--- config.mk ---
export PLATFORM = sky130hd
export DESIGN_NAME = smx_ram
export DESIGN_NICKNAME = d
export VERILOG_FILES = /design/src/rtl/smx_pkg.sv /design/src/rtl/smx_ram.sv
export SDC_FILE = /design/constraint.sdc
export NUM_CORES = 2
export LEC_CHECK = 0
export BUFFER_PORTS_ARGS = -buffer_cell sky130_fd_sc_hd__buf_2
export CAP_MARGIN = 5
export CORE_ASPECT_RATIO = 0.5
export CORE_MARGIN = 3
export CORE_UTILIZATION = 40
export DETAILED_ROUTE_END_ITERATION = 6
export GPL_TIMING_DRIVEN = 0
export SLEW_MARGIN = 40
export SYNTH_ARGS = -nofsm -noshare
export SYNTH_HDL_FRONTEND = slang
export SYNTH_SLANG_ARGS = --single-unit
--- constraint.sdc ---
create_clock -name i_clk -period 2.91 [get_ports i_clk]
set_input_delay 0.582 -clock i_clk [delete_from_list [all_inputs] [get_ports i_clk]]
set_output_delay 0.582 -clock i_clk [all_outputs]
set_load 0.05 [all_outputs]
--- src/rtl/smx_pkg.sv ---
`timescale 1ns / 1ps
// ============================================================================
// smx_pkg
// Shared types and constants of the stack machine executor: beat layouts,
// opcodes, fault codes and default sizes.
// ============================================================================
package smx_pkg;

    localparam int STACK_DEPTH = 256;
    localparam int PC_BITS     = 16;
    localparam int DATA_W      = 16;

    // opcode numbering
    typedef enum logic [3:0] {
        OP_EXIT  = 4'd0,
        OP_ADD   = 4'd1,
        OP_PUSH  = 4'd2,
        OP_PRINT = 4'd3,
        OP_LESS  = 4'd4,
        OP_LOAD  = 4'd5,
        OP_STORE = 4'd6,
        OP_JZ    = 4'd7,
        OP_JUMP  = 4'd8
    } t_opcode;

    typedef enum logic [1:0] {
        FLT_NONE  = 2'd0,
        FLT_UNDER = 2'd1,
        FLT_OVER  = 2'd2,
        FLT_SLOT  = 2'd3
    } t_fault;

    typedef struct packed {
        logic        [3:0]  kind;
        logic signed [15:0] operand;
    } t_in_beat;

    typedef struct packed {
        logic        [15:0] next_pc;
        logic               print_valid;
        logic signed [15:0] print_value;
        logic               halted;
        logic        [1:0]  fault;
        logic        [8:0]  stack_level;
    } t_out_beat;

endpackage

--- src/rtl/smx_ram.sv ---
`timescale 1ns / 1ps
// ============================================================================
// smx_ram
// Generic single-write, single-read RAM with registered read data.
// ============================================================================
module smx_ram #(
    parameter int WIDTH = smx_pkg::DATA_W,
    parameter int DEPTH = smx_pkg::STACK_DEPTH
) (
    input  logic                     i_clk,
    input  logic                     i_we,
    input  logic [$clog2(DEPTH)-1:0] i_waddr,
    input  logic [WIDTH-1:0]         i_wdata,
    input  logic                     i_re,
    input  logic [$clog2(DEPTH)-1:0] i_raddr,
    output logic [WIDTH-1:0]         o_rdata
);

    logic [WIDTH-1:0] r_mem [DEPTH];
    logic [WIDTH-1:0] r_rdata;

    always_ff @(posedge i_clk) begin
        if (i_we) begin
            r_mem[i_waddr] <= i_wdata;
        end
        if (i_re) begin
            r_rdata <= r_mem[i_raddr];
        end
    end

    assign o_rdata = r_rdata;

endmodule

==> qor.csv <==
stage,metric,value,unit
outcome,status,"finished, violations left",
outcome,violations,setup timing,
timing,layout_min_cycle_time,3.26,ns
pwr,worst_ir_drop_vdd,0.503,mV
critical_path,critPathRequiredTime,3.60,ns
critical_path,reg2regPathDepth,6,
die,initial_core_util,40.5,%
critical_path,start_kind,input port,
synthesis,synth_top_family_by_area,multiplexers,
synthesis,yosys.area_share.simple,1.57,%
timing,final.period_utilization,112,%
die,row_count,162,
timing,fin_skew,0.0589,ns
die,pin_count,51,
synthesis,synth_compound_area_share,3.53,%
clocking,cts_buffer_depth,4,
pwr,pwr_density_cell,649,mW/mm2
final_layout,instances_no_fill,13600,
job,maxCapViolations,0,
drt,num_vias,83700,
min_path,hp-class,in -> reg,
final_layout,fin_area,0.189,mm2
final_layout,nets,8104,
timing,drv_slew,0,
pwr,comb_power_share,6.7,%
synthesis,synth_enable_flop_cells,4112,
clocking,htreeDepth,5,
placed_design,postPlaceCellArea,0.174,mm2
synthesis,mappedNetlistNets,7395,
global_routing,use_met2,36.4,%
synthesis,async_flop_share,0,%
critical_path,worstPathMaxFanout,10,
die,die_w,897,um
synthesis,synth_warnings,0,
pwr,leakage,58.8,nW
timing,tightest_slew,0.870,ns
global_routing,first_global_vias,80400,
critical_path,critPathKind,in -> reg,
timing,rsz0062_at_grt,yes,
synthesis,synthesis.area,0.159,mm2
synthesis,syn_inst,7360,
pwr,seqPwrFrac,53.4,%
synthesis,synth_cell_types,51,
synthesis,synth_area_per_cell,21.6,um2
critical_path,startpoint,i_raddr[2],
timing,slew_headroom,41.8,%
clocking,clkSlewWorstSetupHoldPaths,0.06,ns
timing,hold_viol,0,
drt,drtPass1Iterations,6,
pwr,p_sw_share,22.5,%
pwr,p_switching,0.0276,W
clocking,cts_tree,done,
synthesis,synth_seq_cells,4112,
global_routing,grt_usage,24.2,%
die,fp.dieArea,0.405,mm2
global_routing,antenna_found_initial,18,
synthesis,ys.flop_type,edfxtp_1,
synthesis,synth-xor-area-share,0,%
pwr,intPower,0.0947,W
pwr,p_clk_share,39.9,%
placed_design,dp_hpwl,344,mm
drt,drt_drc_violations_left,0,
clocking,insertion_delay,0.95,ns
critical_path,r2r-end,o_rdata[13]$_DFFE_PP_,
drt,drtIter0Drc,13300,
placed_design,portBuffers,40,
drt,drt-wirelength-per-cell,36.8,um
placed_design,dp.cells,12900,
timing,setup_viol,31,
critical_path,end_kind,register,
drt,ant_nets,0,
final_layout,area_growth,18.7,%
timing,fin_ws,-0.355,ns
die,coreArea,0.393,mm2
global_routing,use_met3,5.77,%
placed_design,gp_congestion,0.960,
pwr,power,0.122,W
timing,fmax,306,MHz
synthesis,synthAdderAreaFrac,0,%
die,dieHeight,452,um
clocking,cts_buffers,377,
global_routing,grt_max_degree,94,
clocking,cts_sinks,4112,
global_routing,grt_most_used_layer,met2,
final_layout,drive_gt1_share,31.6,%
clocking,clockRootBuffer,clkbuf_16,
synthesis,muxShareOfSynthArea,15.5,%
synthesis,seq_area_frac_synth,77.7,%
timing,holdWs,0.0492,ns
critical_path,crit_end,o_rdata[1]$_DFFE_PP_,
critical_path,arrival,3.95,ns
drt,wl,501,mm
global_routing,grt_use_met1,33.7,%
drt,viasPerCell,6.15,
global_routing,grt_pass1_wl,680,mm
global_routing,overflow,0,
critical_path,reg2reg_from,r_mem[51][13]$_DFFE_PP_,
critical_path,r2r_slack,-0.05,ns
==> power groups by stage <==
stage               Sequential (W)  Combinational, W  Clock [W]
finish                      0.0653           0.00813     0.0489
global route                0.0653           0.00827     0.0516
CTS                         0.0653           0.00788     0.0492
global placement            0.0669           0.00691          0
detailed placement          0.0666           0.00750          0
floorplan                   0.0667           0.00322          0
==> synthesized netlist by cell type, types with 3 or more instances <==
cell / count / area (um2)
edfxtp_1: 4112 / 123000
mux4_2: 797 / 17900
mux2i_1: 565 / 5660
nor2_1: 304 / 1140
o221ai_1: 252 / 2210
clkbuf_1: 230 / 863
a21oi_1: 175 / 876
o22ai_1: 148 / 926
nor3_1: 92 / 460
mux2_2: 88 / 991
buf_6: 77 / 867
buf_2: 76 / 380
a22oi_1: 43 / 323
nand2_1: 38 / 143
o21ai_0: 37 / 185
nand3_1: 35 / 175
a22o_1: 32 / 280
a221oi_1: 28 / 245
buf_1: 27 / 101
buf_4: 26 / 195
nand4_1: 26 / 163
o32ai_1: 20 / 175
a211oi_1: 18 / 135
nor4_1: 17 / 106
o31ai_1: 16 / 120
and3_1: 11 / 68.8
buf_8: 11 / 165
nor2b_1: 9 / 56.3
a2111oi_0: 6 / 52.6
a31oi_1: 6 / 37.5
buf_12: 5 / 100
or2_2: 4 / 25.0
inv_1: 3 / 11.3
nand2b_1: 3 / 18.8
nand4b_1: 3 / 26.3
==> registers in the layout, summed over array words and instances, names as in the netlist <==
register / cells
o_rdata: 16
r_mem: 4096
==> cells in the final DEF (no fill, tap or decap), types with 50 or more instances in the layout <==
| master | n |
|---|---|
| mux4_2 | 797 |
| nor2_4 | 257 |
| clkbuf_16 | 383 |
| clkbuf_4 | 65 |
| buf_16 | 133 |
| clkbuf_2 | 114 |
| clkinv_1 | 96 |
| mux2_2 | 88 |
| edfxtp_1 | 4112 |
| mux2i_1 | 562 |
| o22ai_1 | 132 |
| buf_2 | 75 |
| buf_8 | 151 |
| clkbuf_1 | 119 |
| buf_6 | 66 |
| buf_4 | 86 |
| a21oi_1 | 151 |
| o221ai_2 | 50 |
| o221ai_1 | 200 |
| clkinv_2 | 52 |
==> per-layer routing <==
layer / part of all wire (%) / wire length (um)
met1: 39 / 194000
met3: 11 / 55100
met2: 45 / 225000
met5: 0.0054 / 27
met4: 5.4 / 26900
==> critical path: stages <==
cell and delay [ns]:
buf_4 0.26, clkbuf_4 0.34, buf_16 0.20, buf_8 0.26
clkbuf_8 0.28, clkbuf_4 0.31, nor2_1 0.13, a22oi_2 0.46
nand4_1 0.53, nor4_4 0.54
==> final cells by class <==
class / instances / area, um2
timing repair buffer: 332 / 6120
multi-input combinational: 2792 / 36800
buffer: 450 / 3810
fill: 31600 / 204000
clock inverter: 205 / 1830
clock buffer: 467 / 9900
antenna: 11 / 27.5
inverter: 4 / 22.5
tap: 5248 / 6570
sequential: 4112 / 123000
==> metrics by stage <==
| stage | worst slack, ns | utilization, % | TNS (ns) |
|---|---|---|---|
| floorplan | 0.0791 | - | 0 |
| global placement | -4.45 | 42.2 | - |
| detailed placement | -2.89 | 44.3 | -2895.62 |
| CTS | -0.279 | 47.8 | -2.90 |
| global route | -0.152 | 48.0 | -0.502 |
| finish | -0.355 | 48.0 | -2.81 |
==> cell families after synthesis <==
logic type,Yosys count
buf+inv,456
simple gates,556
flops,4112
mux,1450
compound gates,786
==> repair_timing <==
action                                 in CTS  in global routing
hold buffers                                6                  0
resized for setup                         481                205
endpoints found under the hold margin      98                  0
gates cloned                                0                  0
setup endpoints to repair                1049                 44
setup buffers                               4                 16
pin swaps                                  32                 36
==> worst min path at each step <==
stage / end / slack (ns) / startpoint / depth (start not counted)
final: r_mem[58][9]$_DFFE_PP_ / 0.05 / i_wdata[9] / 1
after global routing: r_mem[58][10]$_DFFE_PP_ / 0.04 / i_wdata[10] / 1
after CTS: r_mem[58][9]$_DFFE_PP_ / 0.004 / i_wdata[9] / 1
after detailed placement: r_mem[53][7]$_DFFE_PP_ / 0.94 / i_wdata[7] / 1
after global placement: o_rdata[10] / 1.12 / o_rdata[10]$_DFFE_PP_ / 1
after floorplan: r_mem[0][0]$_DFFE_PP_ / 0.68 / i_wdata[0] / 0
Note: power is estimated with default switching activity, not from simulation.
