## src/rtl/smx_pkg.sv

```systemverilog
`timescale 1ns / 1ps
// ============================================================================
// smx_pkg
// Shared types and constants of the stack machine executor: beat layouts,
// opcodes, fault codes and default sizes.
// ============================================================================
package smx_pkg;

    localparam int STACK_DEPTH = 256;
    localparam int PC_BITS     = 16;
    localparam int DATA_W      = 16;

    // opcode numbering
    typedef enum logic [3:0] {
        OP_EXIT  = 4'd0,
        OP_ADD   = 4'd1,
        OP_PUSH  = 4'd2,
        OP_PRINT = 4'd3,
        OP_LESS  = 4'd4,
        OP_LOAD  = 4'd5,
        OP_STORE = 4'd6,
        OP_JZ    = 4'd7,
        OP_JUMP  = 4'd8
    } t_opcode;

    typedef enum logic [1:0] {
        FLT_NONE  = 2'd0,
        FLT_UNDER = 2'd1,
        FLT_OVER  = 2'd2,
        FLT_SLOT  = 2'd3
    } t_fault;

    typedef struct packed {
        logic        [3:0]  kind;
        logic signed [15:0] operand;
    } t_in_beat;

    typedef struct packed {
        logic        [15:0] next_pc;
        logic               print_valid;
        logic signed [15:0] print_value;
        logic               halted;
        logic        [1:0]  fault;
        logic        [8:0]  stack_level;
    } t_out_beat;

endpackage

```

## src/rtl/smx_exec.sv

```systemverilog
`timescale 1ns / 1ps
// ============================================================================
// smx_exec
// Execute logic for one instruction: next stack pointer, top of stack,
// program counter and halt flag, the stack memory write and the result beat.
// ============================================================================
module smx_exec #(
    parameter int STACK_DEPTH = smx_pkg::STACK_DEPTH,
    parameter int PC_BITS     = smx_pkg::PC_BITS,
    localparam int AW         = $clog2(STACK_DEPTH),
    localparam int SPW        = $clog2(STACK_DEPTH + 1)
) (
    input  smx_pkg::t_in_beat  i_instr,
    input  logic [15:0]        i_rdata,   // stack entry below top, or slot value
    input  logic [SPW-1:0]     i_sp,
    input  logic [15:0]        i_tos,
    input  logic [PC_BITS-1:0] i_pc,
    input  logic               i_halt,
    output logic [SPW-1:0]     o_sp,
    output logic [15:0]        o_tos,
    output logic [PC_BITS-1:0] o_pc,
    output logic               o_halt,
    output logic               o_mem_we,
    output logic [AW-1:0]      o_mem_waddr,
    output logic [15:0]        o_mem_wdata,
    output smx_pkg::t_out_beat o_result
);

    logic [31:0]        sp_u;
    logic [31:0]        op_u;
    logic [31:0]        delta_u;
    logic [31:0]        spm1_u;
    logic [31:0]        pc_u;
    logic [31:0]        lvl_u;
    logic               sp_full;
    logic               slot_bad;
    logic               hit_top;
    logic               hit_second;
    logic [SPW-1:0]     sp_inc;
    logic [SPW-1:0]     sp_dec;
    logic [15:0]        sum;
    logic               lt;
    logic [PC_BITS-1:0] delta;
    logic [1:0]         fault;
    logic               pv_valid;
    logic [15:0]        pv;

    assign sp_u       = 32'(i_sp);
    assign op_u       = 32'(i_instr.operand[15:0]);
    assign delta_u    = 32'(i_instr.operand);
    assign spm1_u     = sp_u - 32'd1;
    assign sp_full    = sp_u >= 32'(STACK_DEPTH);
    assign slot_bad   = i_instr.operand[15] || (op_u >= sp_u);
    assign hit_top    = (op_u + 32'd1) == sp_u;
    assign hit_second = (op_u + 32'd2) == sp_u;
    assign sp_inc     = i_sp + SPW'(1);
    assign sp_dec     = i_sp - SPW'(1);
    assign sum        = i_rdata + i_tos;
    assign lt         = $signed(i_rdata) < $signed(i_tos);

    always_comb begin
        o_sp        = i_sp;
        o_tos       = i_tos;
        o_halt      = i_halt;
        o_mem_we    = 1'b0;
        o_mem_waddr = spm1_u[AW-1:0];
        o_mem_wdata = i_tos;
        delta       = PC_BITS'(1);
        fault       = smx_pkg::FLT_NONE;
        pv_valid    = 1'b0;
        pv          = '0;
        if (!i_halt) begin
            case (i_instr.kind)
                smx_pkg::OP_EXIT: begin
                    o_halt = 1'b1;
                    delta  = '0;
                end
                smx_pkg::OP_ADD, smx_pkg::OP_LESS: begin
                    if (sp_u < 32'd2) begin
                        fault = smx_pkg::FLT_UNDER;
                    end else begin
                        o_tos = (i_instr.kind == smx_pkg::OP_ADD) ? sum : 16'(lt);
                        o_sp  = sp_dec;
                    end
                end
                smx_pkg::OP_PUSH: begin
                    if (sp_full) begin
                        fault = smx_pkg::FLT_OVER;
                    end else begin
                        // spill the old top below the new one
                        o_mem_we = (sp_u != 32'd0);
                        o_tos    = i_instr.operand[15:0];
                        o_sp     = sp_inc;
                    end
                end
                smx_pkg::OP_PRINT: begin
                    if (sp_u == 32'd0) begin
                        fault = smx_pkg::FLT_UNDER;
                    end else begin
                        pv_valid = 1'b1;
                        pv       = i_tos;
                        o_tos    = i_rdata;
                        o_sp     = sp_dec;
                    end
                end
                smx_pkg::OP_LOAD: begin
                    if (sp_full) begin
                        fault = smx_pkg::FLT_OVER;
                    end else if (slot_bad) begin
                        fault = smx_pkg::FLT_SLOT;
                    end else begin
                        o_mem_we = 1'b1;
                        o_tos    = hit_top ? i_tos : i_rdata;
                        o_sp     = sp_inc;
                    end
                end
                smx_pkg::OP_STORE: begin
                    if (sp_u == 32'd0) begin
                        fault = smx_pkg::FLT_UNDER;
                    end else if (slot_bad) begin
                        fault = smx_pkg::FLT_SLOT;
                    end else begin
                        // a write at the top slot lands above the live region
                        o_mem_we    = 1'b1;
                        o_mem_waddr = op_u[AW-1:0];
                        o_tos       = hit_second ? i_tos : i_rdata;
                        o_sp        = sp_dec;
                    end
                end
                smx_pkg::OP_JZ: begin
                    if (sp_u == 32'd0) begin
                        fault = smx_pkg::FLT_UNDER;
                    end else begin
                        o_tos = i_rdata;
                        o_sp  = sp_dec;
                        if (i_tos == 16'd0) begin
                            delta = delta_u[PC_BITS-1:0];
                        end
                    end
                end
                smx_pkg::OP_JUMP: begin
                    delta = delta_u[PC_BITS-1:0];
                end
                default: begin
                end
            endcase
        end
    end

    assign o_pc  = i_halt ? i_pc : (i_pc + delta);
    assign pc_u  = 32'(o_pc);
    assign lvl_u = 32'(o_sp);

    always_comb begin
        o_result             = '0;
        o_result.next_pc     = pc_u[15:0];
        o_result.print_valid = pv_valid;
        o_result.print_value = pv;
        o_result.halted      = o_halt;
        o_result.fault       = fault;
        o_result.stack_level = lvl_u[8:0];
    end

endmodule

```

## config.mk

```make
export PLATFORM = sky130hd
export DESIGN_NAME = smx_exec
export DESIGN_NICKNAME = d
export VERILOG_FILES = /design/src/rtl/smx_pkg.sv /design/src/rtl/smx_exec.sv
export SDC_FILE = /design/constraint.sdc
export NUM_CORES = 1
export LEC_CHECK = 0
export CAP_MARGIN = 15
export CELL_PAD_IN_SITES_DETAIL_PLACEMENT = 1
export CELL_PAD_IN_SITES_GLOBAL_PLACEMENT = 2
export CORE_ASPECT_RATIO = 0.5
export CORE_MARGIN = 4
export CORE_UTILIZATION = 38
export DETAILED_ROUTE_END_ITERATION = 10
export DONT_BUFFER_PORTS = 1
export PLACE_DENSITY_LB_ADDON = 0.05
export SYNTH_ARGS = -nofsm -noshare
export SYNTH_HDL_FRONTEND = slang
export SYNTH_SLANG_ARGS = --single-unit
```

## constraint.sdc

```tcl
create_clock -name vclk -period 11.62
set_clock_uncertainty 0.05 [all_clocks]
set_input_delay 1.743 -clock vclk [all_inputs]
set_output_delay 1.743 -clock vclk [all_outputs]
set_load 0.02 [all_outputs]
```

==> impl_metrics.tcl, run 1 <==
set metrics [dict create \
    drive_gt1_share_pct 7.629 \
    drt_first_pass_iters 5 \
    gp_congestion 0.8817 \
    yosys.area.top_type "ha_1" \
    worstSetupEndpointType "output port" \
    worst_ep_arrival_time_ps 6980 \
    final_cell_area_mm2 0.005126 \
    ys_top_cells_by_area "ha_1 14%, buf_4 6.7%, o21ai_0 6.5%" \
    wl_per_cell_um 23.65 \
    timing.slew.headroom_pct 31.77 \
    clkPwrFrac_pct 0 \
    cp_max_fo 25 \
    min_path_type "in -> out" \
    outcome "complete, no violations" \
    ctsHoldBuffers 0 \
    synth_area_mm2 0.005260 \
    p_leak_nw 2.022 \
    place_area_mm2 0.005126 \
    clock_buffers 0 \
    maxCapViolations 0 \
    vdd_drop_max_mv 0.01285 \
    seq_power_share_pct 0 \
    finalNonFillerCells 926 \
    vias_per_cell 6.251 \
    initial_utilization_pct 38.82 \
    grt_pass1_wl_um 33780 \
    wl_um 21900 \
    regArea_um2 0 \
    design.seq.count 0 \
    postSynthCellCount 806 \
    dieWidth_um 174.4 \
    port_buffers 0 \
    setup_violations 0 \
    post-synth-top-area-fraction_pct 14.27 \
    synth_nets 946 \
    p_per_area_mw_per_mm2 36.27 \
    fin_nets 876 \
    hpwl_um 17390 \
    ys_seq_area_share_pct 0 \
    ant_nets 0 \
    p_int_mw 0.06639 \
    fmax_mhz 114.0 \
    synth_cell_types 81 \
    drc 0 \
    grt_overflow 0 \
    post_cts_resized 0 \
    cts_setup_buffers 0 \
    drtIter0Drc 374 \
    antenna_found_initial 0 \
    hold_violations 0 \
    worst_pin_slew_ps 1013 \
    rows 30 \
    yosysWarnings 0 \
    period_share_pct 75.52 \
    crit_type "in -> out" \
    required_ps 9830 \
    vias 5788 \
    dp_cells 926 \
    pwr-share-comb_pct 100.0 \
    start_kind "input pin" \
    io_pins 190 \
    yosysMostFrequentCell "o21ai_0" \
    track_usage_pct 26.01 \
    post-route-min-period_ps 8776 \
    synth_common_cells "68 x o21ai_0, 63 x nand2_1, 60 x ha_1, 55 x nor2_1, 48 x a21oi_1" \
    core_area_mm2 0.01355 \
    syn2layout_area_growth_pct -2.545 \
    grt_max_degree 39 \
    syn_avg_cell_area_um2 6.526 \
    totalNegativeSetupSlack_ps 0 \
    p_switching_mw 0.1195 \
    switching_share_pct 64.29 \
    grt_pass1_vias 5825 \
    die_y_um 91.20 \
    slew_viol_final 0 \
    n_antenna_cell 0 \
    rsz0062_at_grt "no" \
    fp.dieArea_mm2 0.01590 \
]
-- routing by layer --
metal | part of all wire (%) | GRT usage (%) | wire length [um] | vias to the layer above
met5 | 0 | 0 | 0 | -
met4 | 1.0 | 2.370 | 223 | 0
met3 | 6.5 | 4.035 | 1432 | 16
met2 | 45 | 44.62 | 9908 | 171
met1 | 47 | 35.76 | 10340 | 2809
li1 | - | - | - | 2792
-- cells in the final DEF, fill, tap and decap left out, types with 22 or more instances in the layout --
cell / count
o21ai_0: 68
nand2_1: 63
ha_1: 60
nor2_1: 54
a21oi_1: 48
inv_1: 47
nor4_1: 33
xnor2_1: 30
nand3_1: 27
buf_4: 25
nor3_1: 22
-- path summary, 6_finish.rpt --
check | cells after the start | startpoint | slack [ps] | end
setup / recovery | 19 | i_sp[0] | 2840 | o_pc[15]
hold / removal | 0 | i_tos[6] | 3440 | o_mem_wdata[6]
-- power by group through the flow --
stage | Combinational (mW) | Sequential, mW | Clock (mW)
6_report | 0.186 | 0 | 0
5_1_grt | 0.205 | 0 | 0
4_1_cts | 0.185 | 0 | 0
3_5_place_dp | 0.185 | 0 | 0
3_3_place_gp | 0.183 | 0 | 0
2_1_floorplan | 0.175 | 0 | 0
-- kinds of logic (layout without fill, tap and decap cells) --
logic type / Yosys count / after routing / share of synthesized area, %
AOI/OAI and AO/OA: 245 / 245 / 30.99
and+or+nand+nor: 303 / 303 / 30.85
adders and majority gates: 62 / 62 / 15.03
xor gates and xnor gates: 45 / 45 / 7.636
muxes: 6 / 6 / 1.213
buffers and inverters: 145 / 73 / 14.27
-- stage by stage --
step / hold slack [ps] / setup slack [ps] / utilization [%] / total power, mW
global route: 3436 / 2405 / 37.83 / 0.2046
global placement: 3436 / 2918 / 37.83 / 0.1834
floorplan: 3549 / 3781 / - / 0.1747
finish: 3436 / 2845 / 37.83 / 0.1859
detailed placement: 3436 / 2794 / 37.83 / 0.1846
CTS: 3436 / 2774 / 37.83 / 0.1855
-- cell type report --
cell class	count	area, um^2
inverter	48	180.2
multi-input combinational	661	4518
tap	192	240.2
timing repair buffer	25	187.7
fill	1789	8424
-- worst max-delay path: stages --
cell and delay [ps]:
inv_1 60, ha_1 260, nor3b_2 220, and3_1 170, buf_4 230, nor4_1 560
a21o_1 160, nor2b_1 670, nand2_1 210, inv_1 100, ha_1 240, a211oi_1 290
o211ai_1 190, a31oi_1 290, a211oi_1 150, a211oi_1 500, xnor2_1 130, nor2_1 130
xor2_1 660
Note: power is estimated with default switching activity, not from simulation.
==> inputs of run 2 (changes only) <==
Settings changed: CORE_UTILIZATION 38 to 32.
Clock period 11.62 ns to 7.89 ns, I/O delays scaled along.
==> impl_metrics.tcl, run 2 (synthesis results as in run 1) <==
set metrics [dict create \
    cts_setup_buffers 0 \
    grt_max_degree 39 \
    rsz0062_at_grt "no" \
    cp_cell_sequence "inv_1 > ha_1 > nor3b_2 > and3_1 > nor4_1 > a21o_1 > nor2b_1 > nand2_1 > inv_1 > ha_1 > a211oi_1 > o211ai_1 > a31oi_1 > a211oi_1 > a211oi_1 > xnor2_1 > nor2_1 > xor2_1 > buf_4" \
    worst_pin_slew_ps 1051 \
    dieWidth_um 189.3 \
    min_path_cells 0 \
    fmax_mhz 142.1 \
    p_per_area_mw_per_mm2 53.09 \
    met1_usage_pct 33.36 \
    timing.slew.headroom_pct 29.30 \
    design.seq.count 0 \
    cpMostUsedCell "a211oi_1" \
    grt_pass1_wl_um 35170 \
    maxCapViolations 0 \
    vias 5828 \
    gp_congestion 0.8874 \
    totalNegativeSetupSlack_ps 0 \
    grt_overflow 0 \
    initial_utilization_pct 33.43 \
    hold_violations 0 \
    worst-path-buf-inv 3 \
    place_area_mm2 0.005182 \
    max_stage_delay_ps 590 \
    p_leak_nw 2.037 \
    drt_first_pass_iters 5 \
    worst_ep_arrival_time_ps 5800 \
    hpwl_um 18430 \
    fin_util_pct 32.94 \
    io_pins 190 \
    drtIter0Drc 431 \
    final_common_cell "o21ai_0" \
    vias_per_cell 6.084 \
    slew_viol_final 0 \
    clock_buffers 0 \
    rows 32 \
    p_int_mw 0.09865 \
    period_share_pct 89.18 \
    hold_ws_ps 2317 \
    start_kind "input pin" \
    clkPwrFrac_pct 0 \
    grt.busiest_layer "met2" \
    drive_gt1_share_pct 7.870 \
    fp.dieArea_mm2 0.01868 \
    outcome "complete, no violations" \
    grt_pass1_vias 5789 \
    post-route-min-period_ps 7036 \
    regArea_um2 0 \
    antenna_found_initial 0 \
    fin_nets 879 \
    required_ps 6660 \
    vdd_drop_max_mv 0.01615 \
    worst-path-stages 19 \
    grt_use_met3_pct 2.831 \
    wl_per_cell_um 24.14 \
    port_buffers 0 \
    n_antenna_cell 0 \
    track_usage_pct 23.20 \
    setup_violations 0 \
    switching_share_pct 64.15 \
    cp_max_fo 14 \
    path_delay_family "simple AND/OR/NAND/NOR gates" \
    worstSetupEndpointType "output port" \
    min_path_type "in -> out" \
    p_switching_mw 0.1765 \
    cp_slowest_cell "nor2b_1" \
    post_cts_resized 0 \
    die_y_um 98.66 \
    final_cell_area_mm2 0.005182 \
    core_area_mm2 0.01574 \
    ant_nets 0 \
    ctsHoldBuffers 0 \
    drc 0 \
    wl_um 23120 \
    use_met2_pct 39.34 \
    crit_type "in -> out" \
    pwr-share-comb_pct 100.0 \
    final_cell_mix "68 x o21ai_0, 63 x nand2_1, 60 x ha_1" \
    seq_power_share_pct 0 \
    syn2layout_area_growth_pct -1.475 \
]
==> run 2: power groups by stage <==
stage	logic, mW	clock network (mW)	registers [mW]
2_1_floorplan	0.257	0	0
3_3_place_gp	0.273	0	0
3_5_place_dp	0.274	0	0
4_1_cts	0.275	0	0
5_1_grt	0.302	0	0
6_report	0.275	0	0
==> run 2: final cells by class <==
| cell class | instances | area (um^2) |
|---|---|---|
| Tap cell | 221 | 276.5 |
| Timing Repair Buffer | 28 | 210.2 |
| Inverter | 48 | 180.2 |
| Fill cell | 2016 | 10550 |
| Multi-Input combinational cell | 661 | 4516 |
==> run 2: final timing paths <==
kind | slack (ps) | to | startpoint
hold / removal | 2320 | o_mem_wdata[3] | i_tos[3]
setup / recovery | 850 | o_result[44] | i_sp[0]
==> run 2: layer usage <==
layer  part of all wire (%)  up-vias
li1                       -     2800
met1                     48     2832
met2                     45      190
met3                    6.9        6
met4                   0.28        0
met5                      0        -
==> run 2: stage by stage <==
stage	setup WS [ps]	power [mW]	cells
final	854.0	0.2752	958
after global routing	448.3	0.3018	958
after detailed placement	846.5	0.2739	958
after CTS	830.3	0.2752	958
after floorplan	1170	0.2573	806
after global placement	1069	0.2732	958
==> inputs of run 3 (changes only) <==
Settings changed: REMOVE_ABC_BUFFERS from default to 1, SKIP_LAST_GASP from default to 1.
==> impl_metrics.tcl, run 3 (synthesis results as in run 1) <==
set metrics [dict create \
    wl_um 23280 \
    n_antenna_cell 0 \
    drt_first_pass_iters 5 \
    design.seq.count 0 \
    p_int_mw 0.09858 \
    worstSetupEndpointType "output port" \
    die_y_um 98.66 \
    fp.dieArea_mm2 0.01868 \
    clock_buffers 0 \
    min_from "i_tos[10]" \
    grt_overflow 0 \
    grt.busiest_layer "met2" \
    track_usage_pct 23.52 \
    worstHoldEndpoint "o_mem_wdata[10]" \
    period_share_pct 86.17 \
    p_switching_mw 0.1777 \
    drc 0 \
    grt_max_degree 39 \
    core_area_mm2 0.01574 \
    met1_usage_pct 32.55 \
    multi_input_area_mm2 0.004516 \
    ctsHoldBuffers 0 \
    p_per_area_mw_per_mm2 53.31 \
    grt_pass1_wl_um 35660 \
    max_stage_delay_ps 540 \
    worst_ep_arrival_time_ps 5570 \
    timing.slew.headroom_pct 37.39 \
    fmax_mhz 147.1 \
    outcome "complete, no violations" \
    cts_setup_buffers 0 \
    hpwl_um 18230 \
    drtIter0Drc 454 \
    seq_power_share_pct 0 \
    place_area_mm2 0.005182 \
    grt_use_met3_pct 2.088 \
    vdd_drop_max_mv 0.01728 \
    nFillCells 2059 \
    min_path_type "in -> out" \
    post-route-min-period_ps 6799 \
    cp_max_fo 14 \
    regArea_um2 0 \
    crit_type "in -> out" \
    gp_congestion 0.8989 \
    slew_viol_final 0 \
    cpMostUsedCell "a211oi_1" \
    path_delay_family "simple AND/OR/NAND/NOR gates" \
    setup_violations 0 \
    worst_pin_slew_ps 930.5 \
    dieWidth_um 189.3 \
    start_kind "input pin" \
    io_pins 190 \
    rows 32 \
    final_cell_mix "68 x o21ai_0, 63 x nand2_1, 60 x ha_1" \
    drive_gt1_share_pct 7.870 \
    fin_nets 879 \
    worst-path-buf-inv 3 \
    p_leak_nw 2.037 \
    pwr-share-comb_pct 100.0 \
    wl_per_cell_um 24.30 \
    vias 5925 \
    cp_cell_sequence "inv_1 > ha_1 > nor3b_2 > and3_1 > nor4_1 > a21o_1 > nor2b_1 > nand2_1 > inv_1 > ha_1 > a211oi_1 > o211ai_1 > a31oi_1 > a211oi_1 > a211oi_1 > xnor2_1 > nor2_1 > xor2_1 > buf_4" \
    initial_utilization_pct 33.43 \
    ant_nets 0 \
    min_path_cells 0 \
    final_cell_area_mm2 0.005182 \
    post_cts_resized 0 \
    cp_slowest_cell "nor4_1" \
    use_met2_pct 39.97 \
    rsz0062_at_grt "no" \
    port_buffers 0 \
    totalNegativeSetupSlack_ps 0 \
    antenna_found_initial 0 \
    required_ps 6660 \
    vias_per_cell 6.185 \
    switching_share_pct 64.32 \
    clkPwrFrac_pct 0 \
    hold_violations 0 \
    final_common_cell "o21ai_0" \
    maxCapViolations 0 \
    syn2layout_area_growth_pct -1.475 \
    grt_pass1_vias 6117 \
]
## run 3: power by group through the flow
stage	clock [mW]	combinational, mW	sequential, mW
finish	0	0.276	0
global route	0	0.304	0
CTS	0	0.276	0
detailed placement	0	0.275	0
global placement	0	0.274	0
floorplan	0	0.209	0
## run 3: worst max path at each step
stage | startpoint | to | slack, ps | cells past startpoint
after floorplan | i_sp[0] | o_pc[12] | 1140 | 17
after global placement | i_sp[0] | o_result[44] | 1300 | 19
after detailed placement | i_sp[0] | o_pc[15] | 1070 | 19
after CTS | i_sp[0] | o_pc[15] | 1050 | 19
after global routing | i_sp[0] | o_result[44] | 430 | 19
final | i_sp[0] | o_pc[15] | 1090 | 19
## run 3: metal layers
metal  part of all wire [%]  up-vias
li1                       -     2793
met1                     47     2914
met2                     46      188
met3                    5.3       30
met4                    1.8        0
met5                      0        -
## run 3: final cells by class
type / instances / share of cell area (%)
inverters: 48 / 3.477
multi-input cells: 661 / 87.13
well taps: 221 / 5.336
repair buffers: 28 / 4.056
## run 3: through the flow
step	hold WS, ps	setup slack (ps)	utilization, %	std cells	total power, mW
detailed placement	2317	1073	32.94	958	0.2751
finish	2317	1091	32.94	958	0.2763
CTS	2317	1046	32.94	958	0.2763
global placement	2317	1299	32.94	958	0.2736
global route	2317	434.2	32.94	958	0.3040
floorplan	2317	1140	-	709	0.2088
